**src/rtl/core/jd2cal_pkg.sv**
```systemverilog
// Widths, constants and lookup tables for the Julian Date to calendar date pipeline.
// No dependencies; imported by julian_day_to_calendar_date.
package jd2cal_pkg;

    // Input format: DAY_BITS integer bits, FRAC_BITS fraction bits
    localparam int DAY_BITS  = 23;
    localparam int FRAC_BITS = 20;
    localparam int JD_W      = DAY_BITS + FRAC_BITS;

    // Output field widths
    localparam int YEAR_W    = 16;
    localparam int MONTH_W   = 4;
    localparam int DAY_W     = 5;
    localparam int HOUR_W    = 21;
    localparam int HOUR_FRAC = 16;

    localparam int STAGES = 8;

    // Calendar constants
    localparam longint unsigned HALF_DAY   = 64'd1 << (FRAC_BITS - 1);
    localparam longint unsigned GREG_START = 64'd2299161;
    localparam longint unsigned B_NUM_OFF  = 64'd7468865;   // 4 * 1867216.25
    localparam longint unsigned B_DEN      = 64'd146097;    // 4 * 36524.25
    localparam longint unsigned C_OFF_GREG = 64'd1525;
    localparam longint unsigned C_OFF_JUL  = 64'd1524;
    localparam longint unsigned D_OFF      = 64'd2442;      // 20 * 122.1
    localparam longint unsigned D_DEN      = 64'd7305;      // 20 * 365.25
    localparam longint unsigned E_MUL      = 64'd1461;      // 4 * 365.25
    localparam longint unsigned YEAR_OFF   = 64'd4715;
    localparam longint unsigned HOURS_DAY  = 64'd24;

    // Day number, century term numerator and its reciprocal
    localparam int A_W  = DAY_BITS + 1;
    localparam int N1_W = A_W + 2;
    localparam longint unsigned M1 = (64'd1 << N1_W) / B_DEN;
    localparam int M1_W = $clog2(M1 + 64'd1);
    localparam int B_W  = M1_W;

    // Shifted day count and year term numerator with its reciprocal
    localparam int C_W  = DAY_BITS + 1;
    localparam int N2_W = C_W + 5;
    localparam longint unsigned M2 = (64'd1 << N2_W) / D_DEN;
    localparam int M2_W = $clog2(M2 + 64'd1);
    localparam int D_W  = M2_W;

    // Day within the March-based year and month index
    localparam int E_W  = D_W + 9;
    localparam int XS_W = (C_W > E_W) ? C_W : E_W;
    localparam int X_W  = 9;
    localparam int F_W  = 5;
    localparam int F_MAX = 16;
    localparam int YR_W = (D_W + 1 > YEAR_W) ? D_W + 1 : YEAR_W;

    localparam logic [F_W-1:0]     F_WRAP    = F_W'(14);
    localparam logic [MONTH_W-1:0] MONTH_FEB = MONTH_W'(2);

    // floor(30.6001 * f)
    function automatic logic [X_W-1:0] day_offset(input logic [F_W-1:0] f);
        logic [X_W-1:0] v;
        case (f)
            5'd0:    v = 9'd0;
            5'd1:    v = 9'd30;
            5'd2:    v = 9'd61;
            5'd3:    v = 9'd91;
            5'd4:    v = 9'd122;
            5'd5:    v = 9'd153;
            5'd6:    v = 9'd183;
            5'd7:    v = 9'd214;
            5'd8:    v = 9'd244;
            5'd9:    v = 9'd275;
            5'd10:   v = 9'd306;
            5'd11:   v = 9'd336;
            5'd12:   v = 9'd367;
            5'd13:   v = 9'd397;
            5'd14:   v = 9'd428;
            5'd15:   v = 9'd459;
            5'd16:   v = 9'd489;
            default: v = 9'd0;
        endcase
        return v;
    endfunction

endpackage

```
**src/rtl/core/julian_day_to_calendar_date.sv**
```systemverilog
// Julian Date to calendar date conversion, eight-stage pipeline.
// Each transaction is registered in stages 0 to 7 in turn; the outputs come from the stage 7 registers.
// Throughput: one transaction per cycle while date_stall is low; stalls collapse bubbles stage by stage.
// The stage chain includes two constant-reciprocal divisions, each a multiply then a
// correction stage. Reset clears all stage valid bits; payload is not reset.
// Depends on jd2cal_pkg.
module julian_day_to_calendar_date (
    input  logic                                 clk,
    input  logic                                 rst_n,
    input  logic                                 jd_valid,
    output logic                                 jd_stall,
    input  logic [jd2cal_pkg::JD_W-1:0]          julian_date,
    output logic                                 date_valid,
    input  logic                                 date_stall,
    output logic signed [jd2cal_pkg::YEAR_W-1:0] year_number,
    output logic [jd2cal_pkg::MONTH_W-1:0]       month_number,
    output logic [jd2cal_pkg::DAY_W-1:0]         day_of_month,
    output logic [jd2cal_pkg::HOUR_W-1:0]        hour_of_day
);
    import jd2cal_pkg::*;

    logic [STAGES-1:0] v_reg;
    logic [STAGES-1:0] v_next;
    logic [STAGES:0]   adv;

    logic [HOUR_W-1:0] hr_reg [STAGES];

    // stage 0
    logic [JD_W:0]              t;
    logic [FRAC_BITS+4:0]       f24;
    logic [FRAC_BITS+20:0]      hour_wide;
    logic [A_W-1:0]             a0_reg;
    // stage 1
    logic                       greg_s1;
    logic [N1_W-1:0]            n1;
    logic [N1_W+M1_W-1:0]       p1;
    logic [A_W-1:0]             a1_reg;
    logic                       greg1_reg;
    logic [N1_W-1:0]            n1_reg;
    logic [B_W-1:0]             q1_reg;
    // stage 2
    logic [B_W+17:0]            qd1;
    logic [N1_W-1:0]            r1;
    logic [A_W-1:0]             a2_reg;
    logic                       greg2_reg;
    logic [B_W-1:0]             b2_reg;
    // stage 3
    logic [C_W-1:0]             c_s3;
    logic [C_W-1:0]             c3_reg;
    // stage 4
    logic [N2_W-1:0]            n2;
    logic [N2_W+M2_W-1:0]       p2;
    logic [C_W-1:0]             c4_reg;
    logic [N2_W-1:0]            n2_reg;
    logic [D_W-1:0]             q2_reg;
    // stage 5
    logic [D_W+12:0]            qd2;
    logic [N2_W-1:0]            r2;
    logic [C_W-1:0]             c5_reg;
    logic [D_W-1:0]             d5_reg;
    // stage 6
    logic [D_W+10:0]            de;
    logic [XS_W-1:0]            xs;
    logic [X_W-1:0]             x6_reg;
    logic [D_W-1:0]             d6_reg;
    // stage 7
    logic [F_MAX-1:0]           ge;
    logic [F_W-1:0]             f;
    logic [MONTH_W-1:0]         month_s7;
    logic [X_W-1:0]             dom_s7;
    logic signed [YR_W-1:0]     yr_s7;
    logic signed [YEAR_W-1:0]   year_reg;
    logic [MONTH_W-1:0]         month_reg;
    logic [DAY_W-1:0]           dom_reg;

    // ---------------- flow control ----------------
    always_comb
    begin
        adv[STAGES] = !date_stall;
        for (int i = STAGES - 1; i >= 0; i--)
        begin
            adv[i] = !v_reg[i] || adv[i+1];
        end
        v_next[0] = adv[0] ? jd_valid : v_reg[0];
        for (int i = 1; i < STAGES; i++)
        begin
            v_next[i] = adv[i] ? v_reg[i-1] : v_reg[i];
        end
    end

    always_ff @(posedge clk or negedge rst_n)
    begin
        if (!rst_n)
        begin
            v_reg <= '0;
        end
        else
        begin
            v_reg <= v_next;
        end
    end

    assign jd_stall = !adv[0];

    // ---------------- datapath ----------------
    always_comb
    begin
        // add half a day; integer part is the day number
        t         = (JD_W+1)'(julian_date) + (JD_W+1)'(HALF_DAY);
        f24       = ((FRAC_BITS+5)'(t[FRAC_BITS-1:0]) << 4)
                  + ((FRAC_BITS+5)'(t[FRAC_BITS-1:0]) << 3);
        hour_wide = {f24, HOUR_FRAC'(0)} >> FRAC_BITS;

        // century term: approximate quotient by reciprocal
        greg_s1 = ({1'b0, a0_reg} >= (A_W+1)'(GREG_START));
        n1      = {a0_reg, 2'b00} - N1_W'(B_NUM_OFF);
        p1      = (N1_W+M1_W)'(n1) * (N1_W+M1_W)'(M1);

        // correct quotient by one where the remainder overflows
        qd1 = (B_W+18)'(q1_reg) * (B_W+18)'(B_DEN);
        r1  = n1_reg - N1_W'(qd1);

        if (greg2_reg)
        begin
            c_s3 = C_W'(a2_reg) + C_W'(b2_reg) - C_W'(b2_reg >> 2) + C_W'(C_OFF_GREG);
        end
        else
        begin
            c_s3 = C_W'(a2_reg) + C_W'(C_OFF_JUL);
        end

        // year term: 20c - 2442 over 7305
        n2 = (N2_W'(c3_reg) << 4) + (N2_W'(c3_reg) << 2) - N2_W'(D_OFF);
        p2 = (N2_W+M2_W)'(n2) * (N2_W+M2_W)'(M2);

        qd2 = (D_W+13)'(q2_reg) * (D_W+13)'(D_DEN);
        r2  = n2_reg - N2_W'(qd2);

        // days into the March-based year
        de = (D_W+11)'(d5_reg) * (D_W+11)'(E_MUL);
        xs = XS_W'(c5_reg) - XS_W'(de[D_W+10:2]);

        // month index: count thresholds ceil(30.6001 k) passed
        for (int k = 1; k <= F_MAX; k++)
        begin
            ge[k-1] = (x6_reg >= day_offset(F_W'(k)) + X_W'(1));
        end
        f      = F_W'($countones(ge));
        dom_s7 = x6_reg - day_offset(f);
        if (f < F_WRAP)
        begin
            month_s7 = MONTH_W'(f - F_W'(1));
        end
        else
        begin
            month_s7 = MONTH_W'(f - F_W'(13));
        end
        yr_s7 = $signed(YR_W'(d6_reg)) - $signed(YR_W'(YEAR_OFF))
              - $signed(YR_W'(month_s7 > MONTH_FEB));
    end

    always_ff @(posedge clk)
    begin
        if (adv[0])
        begin
            a0_reg    <= t[JD_W:FRAC_BITS];
            hr_reg[0] <= hour_wide[HOUR_W-1:0];
        end
        for (int i = 1; i < STAGES; i++)
        begin
            if (adv[i])
            begin
                hr_reg[i] <= hr_reg[i-1];
            end
        end
        if (adv[1])
        begin
            a1_reg    <= a0_reg;
            greg1_reg <= greg_s1;
            n1_reg    <= n1;
            q1_reg    <= p1[N1_W +: B_W];
        end
        if (adv[2])
        begin
            a2_reg    <= a1_reg;
            greg2_reg <= greg1_reg;
            b2_reg    <= (r1 >= N1_W'(B_DEN)) ? q1_reg + B_W'(1) : q1_reg;
        end
        if (adv[3])
        begin
            c3_reg <= c_s3;
        end
        if (adv[4])
        begin
            c4_reg <= c3_reg;
            n2_reg <= n2;
            q2_reg <= p2[N2_W +: D_W];
        end
        if (adv[5])
        begin
            c5_reg <= c4_reg;
            d5_reg <= (r2 >= N2_W'(D_DEN)) ? q2_reg + D_W'(1) : q2_reg;
        end
        if (adv[6])
        begin
            x6_reg <= xs[X_W-1:0];
            d6_reg <= d5_reg;
        end
        if (adv[7])
        begin
            year_reg  <= yr_s7[YEAR_W-1:0];
            month_reg <= month_s7;
            dom_reg   <= DAY_W'(dom_s7);
        end
    end

    assign date_valid   = v_reg[STAGES-1];
    assign year_number  = year_reg;
    assign month_number = month_reg;
    assign day_of_month = dom_reg;
    assign hour_of_day  = hr_reg[STAGES-1];

    // ---------------- assertions ----------------
    a_stall_full: assert property (@(posedge clk) disable iff (!rst_n)
        jd_stall |-> (&v_reg))
        else $error("input stalled while a pipeline stage is empty");

    a_no_drop: assert property (@(posedge clk) disable iff (!rst_n)
        (v_reg[STAGES-2] && adv[STAGES-1]) |=> v_reg[STAGES-1])
        else $error("transaction lost entering the output stage");

    a_x_range: assert property (@(posedge clk) disable iff (!rst_n)
        v_reg[STAGES-2] |-> (x6_reg >= X_W'(123) && x6_reg <= X_W'(489)))
        else $error("day-of-year term out of range");

    a_month: assert property (@(posedge clk) disable iff (!rst_n)
        date_valid |-> (month_number >= MONTH_W'(1) && month_number <= MONTH_W'(12)))
        else $error("month out of range");

    a_day_hour: assert property (@(posedge clk) disable iff (!rst_n)
        date_valid |-> (day_of_month != DAY_W'(0)
                        && hour_of_day < HOUR_W'(HOURS_DAY << HOUR_FRAC)))
        else $error("day or hour out of range");

endmodule
```
**config.mk**
```make
export PLATFORM = sky130hd
export DESIGN_NAME = julian_day_to_calendar_date
export DESIGN_NICKNAME = d
export VERILOG_FILES = /design/src/rtl/core/jd2cal_pkg.sv /design/src/rtl/core/julian_day_to_calendar_date.sv
export SDC_FILE = /design/constraint.sdc
export NUM_CORES = 2
export LEC_CHECK = 0
export ABC_CLOCK_PERIOD_IN_PS = 11300
export BUFFER_PORTS_ARGS = -buffer_cell sky130_fd_sc_hd__clkbuf_2
export CAP_MARGIN = 20
export CORE_UTILIZATION = 49
export CTS_CLUSTER_SIZE = 10
export DETAILED_ROUTE_END_ITERATION = 10
export PLACE_DENSITY = 0.74
export SLEW_MARGIN = 25
export SYNTH_ARGS = -nofsm -noshare
export SYNTH_HDL_FRONTEND = slang
export SYNTH_SLANG_ARGS = --single-unit
```
**constraint.sdc**
```tcl
create_clock -name clk -period 11.3 [get_ports clk]
set_input_delay 2.26 -clock clk [delete_from_list [all_inputs] [get_ports clk]]
set_output_delay 2.26 -clock clk [all_outputs]
set_load 0.03 [all_outputs]
```
# After elaboration in Yosys (flattened, before gate mapping)
# Memory sizes are Yosys's and may differ from the RTL's.
# Index checks and enable logic that the tools add are counted.
[word_totals] reg_bits=281 latch_bits=0 ram_bits=168 mem_bits_ro=288 out_inout_bits=48 word_cells=127 n_memories=2
[memory_table] name="(name not given)" depth=32 word_bits=9 read_ports=1 rd_clocked_by_memory_dff=0 write_ports=0 line="jd2cal_pkg.sv:60" text="case (f)"
[memory_table] name="hr_reg" depth=8 word_bits=21 read_ports=8 rd_clocked_by_memory_dff=0 write_ports=8 line="julian_day_to_calendar_date.sv:26" text="logic [HOUR_W-1:0] hr_reg [STAGES];"
[classes] addsub=34 mul=5 div_mod_pow=0 order_cmp=21 n_eq_ne=0 shift=0 n_mux=20 bitwise=0 reduce_logical=18
[ops] operator="9-bit greater-or-equal comparator, second input constant" n=8
[ops] operator="24-bit by 11-bit adder with 24-bit output, second input constant" n=2
[ops] operator="29-bit by 17-bit multiplier with 46-bit output, second input constant" n=1
[ops] operator="43-bit by 20-bit adder with 44-bit output, second input constant" n=1
[ops] operator="9-bit by 8-bit greater-or-equal comparator with 1-bit output, second input constant" n=4
[ops] operator="26-bit by 9-bit multiplier with 35-bit output, second input constant" n=1
[ops] operator="28-bit by 26-bit adder with 29-bit output" n=1
[ops] operator="29-bit by 13-bit greater-or-equal comparator with 1-bit output, second input constant" n=1
[ops] operator="17-bit by 13-bit multiplier with 29-bit output, second input constant" n=1
[ops] operator="29-bit by 12-bit subtractor with 29-bit output, second input constant" n=1
[ops] operator="29-bit subtractor" n=1
[ops] operator="26-bit by 18-bit greater-or-equal comparator with 1-bit output, second input constant" n=1
[ops] operator="9-bit by 18-bit multiplier with 26-bit output, second input constant" n=1
[ops] operator="26-bit by 23-bit subtractor with 26-bit output, second input constant" n=1
[ops] operator="26-bit subtractor" n=1
[ops] operator="24-bit by 23-bit adder with 25-bit output" n=1
[ops] operator="24-bit by 9-bit adder with 24-bit output" n=1
[ops] operator="24-bit by 22-bit greater-or-equal comparator with 1-bit output, second input constant" n=1
[ops] operator="24-bit two-way mux" n=1
[ops] operator="24-bit by 7-bit subtractor with 24-bit output" n=1
[ops] operator="9-bit by 7-bit greater-or-equal comparator with 1-bit output, second input constant" n=2
[ops] operator="17-bit by 1-bit adder with 17-bit output, second input constant" n=1
[ops] operator="17-bit by 11-bit multiplier with 11-bit output, second input constant" n=1
[ops] operator="17-bit two-way mux" n=1
[ops] operator="20 further kinds" n=62

# Longest topological paths before layout
[depth] depth_word=11 mapped_depth=35 depth_no_buf=35

# Least setup slack after synthesis
# OpenSTA, ideal clock, no wires.
[synth_timing] kind="flip-flop to flip-flop" startpoint="reg c3_reg[0]" endpoint="reg q2_reg[16], data pin" setup_ps=258 arrival_time_ps=9163 required_ps=11042 setup_slack_ps=1880 path_stages_with_launch=34 path_buffers=0 period_less_slack_ps=9420 path_cell_list="edfxtp_1 inv_1 ha_1 inv_1 ha_1 a21o_1 a21oi_1 nor2b_1 o21ai_0 a21oi_1 a211oi_1 nor3_1 a2111o_1 a31o_2 xor2_1 inv_1 fa_1 fa_1 fa_1 inv_1 fa_1 fa_1 fa_1 ha_1 nand2_1 or4_1 a311oi_1 o2111ai_1 a31oi_1 a221o_1 a211oi_1 a21oi_1 a21oi_1 xnor2_1"
[synth_via] elab_chain_cells=3
[synth_rtl] element="start: declaration" line="julian_day_to_calendar_date.sv:49" text="logic [C_W-1:0] c3_reg;"
[synth_rtl] element="start signal: assignment" line="julian_day_to_calendar_date.sv:191" text="c3_reg <= c_s3;"
[synth_rtl] element="28-bit by 26-bit adder with 29-bit output" line="julian_day_to_calendar_date.sv:133" text="n2 = (N2_W'(c3_reg) << 4) + (N2_W'(c3_reg) << 2) - N2_W'(D_OFF);"
[synth_rtl] element="29-bit by 12-bit subtractor with 29-bit output" line="julian_day_to_calendar_date.sv:133"
[synth_rtl] element="net n2[2]" line="julian_day_to_calendar_date.sv:51" text="logic [N2_W-1:0] n2;"
[synth_rtl] element="29-bit by 17-bit multiplier with 46-bit output" line="julian_day_to_calendar_date.sv:134" text="p2 = (N2_W+M2_W)'(n2) * (N2_W+M2_W)'(M2);"
[synth_rtl] element="net p2[45]" line="julian_day_to_calendar_date.sv:52" text="logic [N2_W+M2_W-1:0] p2;"
[synth_rtl] element="end signal: assignment" line="julian_day_to_calendar_date.sv:197" text="q2_reg <= p2[N2_W +: D_W];"
[synth_rtl] element="end: declaration" line="julian_day_to_calendar_date.sv:55" text="logic [D_W-1:0] q2_reg;"
# The timed path passes the listed nets, and every way through them passes these cells.
# A chain may end at the register's enable or synchronous reset.

# Final worst setup path
# Same ends and word-level chain as after synthesis.

==> results.json <==
{
  "start_kind": "flop",
  "cts_root_buf": "clkbuf_16",
  "fill_cells": 7248,
  "die_h_um": 295,
  "synthDistinctLibCells": 86,
  "synth_edf_count": 436,
  "start_util": 0.494,
  "path_class": "flop to flop",
  "critPathMaxFanout": 9,
  "drt_iter0_markers": 1065,
  "final-seq-area_um2": 13300,
  "core_um2": 85100,
  "post-dp-hpwl_mm": 64.2,
  "grt_pass1_wl_mm": 131,
  "ant_nets": 0,
  "min_path_cells": 0,
  "netlist_top_cells_area": "edfxtp_1 31%, ha_1 21%, fa_1 20%",
  "async_reset_ff_frac": 0.0180,
  "rsz0062_at_grt": "no",
  "synth_area_leader_cell": "edfxtp_1",
  "syn_area_um2": 42100,
  "cts_tree": "yes",
  "die_x_um": 295,
  "grt_pass1_vias": 27000,
  "reg2reg_depth": 34,
  "antenna_found_initial": 0,
  "fin_crit_ps": 10220,
  "tns_ps": 0,
  "rows": 107,
  "period_share": 0.904,
  "clock-sinks": 444,
  "multiInputGateArea_um2": 25600,
  "cp-end-kind": "flop",
  "grt_usage": 0.187,
  "yosys_warnings": 0,
  "drc": 0,
  "fin_nets": 5019,
  "synthCells": 3729,
  "ctsHoldBuffers": 0,
  "setup_viol": 0,
  "status": "finished clean",
  "cpPeakStageDelay_ps": 560,
  "largest_reg_flops": 168,
  "yosysSeqAreaShare": 0.316,
  "finalHoldViolCount": 0,
  "synth_seq_cells": 444,
  "drtPass1Iterations": 5,
  "synth_nets": 4897,
  "slew_violations": 0,
  "cts_resized": 0,
  "cts.clk_slew.worst_paths_ps": 60,
  "cts_made_buffers": 53,
  "required_ps": 11630,
  "yosysMostFrequentCell": "inv_1",
  "path_common_cell": "fa_1",
  "layout-drive-gt1-share": 0.0581,
  "detail_route.wl_per_cell_um": 15.7,
  "htree_num_levels": 2,
  "grt_start_max_net_pins": 75,
  "cp.arrival_ps": 10540,
  "vias": 25900,
  "ys_top_cells_by_count": "798 x inv_1, 710 x ha_1, 436 x edfxtp_1",
  "wl_mm": 79.3,
  "n_antenna_cell": 0,
  "syn_area_per_cell_um2": 11.3,
  "worstMarginPinSlew_ps": 1030,
  "synth_top_area_share": 0.311,
  "clock-skew-final_ps": 44.1,
  "io_buffers": 94,
  "slew_headroom": 0.313,
  "die-area_um2": 87000,
  "fmax_ghz": 0.0979,
  "clock_latency_ps": 610,
  "vias_per_cell": 5.15,
  "clockBufferDepth": 3,
  "syn2layout_area_growth_pct": 8.22,
  "pin_count": 95,
  "drv_cap": 0,
  "hp-class": "flop to flop",
  "crit_path_top_delay_cell": "edfxtp_1",
  "postCtsSetupBuffers": 0,
  "synth_flop_cell": "edfxtp_1",
  "gp_congestion": 0.934,
  "gr-total-overflow": 0
}
==> layout by cell type (no fill, tap or decap), drive strengths merged, types with 7 or more instances in the layout <==
master / synthesis / layout
or4: 9 / 9
inv: 798 / 799
a31oi: 22 / 22
mux2: 7 / 7
a211oi: 29 / 29
a21oi: 143 / 143
ha: 710 / 710
clkinv: 0 / 9
fa: 411 / 411
mux2i: 11 / 11
o211ai: 15 / 15
a311oi: 9 / 9
o21bai: 12 / 12
a211o: 8 / 8
dfrtp: 8 / 8
xnor2: 180 / 180
nand3: 57 / 57
buf: 30 / 23
clkbuf: 20 / 175
a31o: 8 / 8
nor2b: 22 / 22
or3: 12 / 12
a21o: 45 / 45
nand4: 21 / 21
xor2: 76 / 76
nor3: 48 / 48
nand2: 121 / 121
edfxtp: 436 / 436
o21ai: 95 / 95
and3: 31 / 31
nor2: 154 / 154
o21a: 29 / 29
a2111oi: 7 / 7
or2: 11 / 11
nand2b: 28 / 28
==> critical path, delay by kind of cell (launching register included) <==
| kind | cells | cell delay, ps |
|---|---|---|
| buffers and inverters | 5 | 630 |
| XOR/XNOR | 2 | 260 |
| AND/OR/NAND/NOR | 4 | 850 |
| flip-flops | 1 | 560 |
| adder cells (fa/ha/maj) | 9 | 3880 |
| AO/OA/AOI/OAI | 14 | 3780 |
==> cells by family after synthesis <==
kind of cell,after synthesis,synth area share
compound gates,494,0.0775
buf+inv,848,0.0778
fa+ha+maj,1121,0.407
mux,18,0.00449
flops,444,0.316
xor+xnor,257,0.0540
simple gates,547,0.0636
==> stage by stage <==
step	util	hold WS, ps	cell area, um2	instances	worst slack, ps
after CTS	0.535	408	45500	5033	1110
after global placement	0.516	401	43900	4940	1370
after floorplan	-	400	42100	3729	1880
after detailed placement	0.516	405	43900	4940	1210
after global routing	0.535	418	45500	5033	512
final	0.535	401	45500	5033	1080
==> worst paths after layout <==
kind                                from             to  slack, ps
max in group asynchronous          rst_n       v_reg[4]       9590
hold reg to reg            hr_reg[0][81]  hr_reg[1][18]        400
setup reg to reg               c3_reg[0]     q2_reg[16]       1080
hold / removal             hr_reg[0][81]  hr_reg[1][18]        400
min in group asynchronous          rst_n       v_reg[7]       1510
setup / recovery               c3_reg[0]     q2_reg[16]       1080
==> cell type report <==
class                   count  share of cell area
clock inverters            12             0.00354
clock buffers              81              0.0319
repair buffers            117              0.0141
flip-flops and latches    444               0.292
inverters                 798              0.0658
well taps                1144              0.0314
multi-input cells        2437               0.561
==> layer usage <==
layer  share of wire  track usage
met3           0.030       0.0210
met2            0.50        0.331
met4           0.029       0.0572
met5               0            0
met1            0.44        0.239
Power is not shown: default switching activity piles up to over one toggle a cycle in this logic, so the estimate is an artifact.
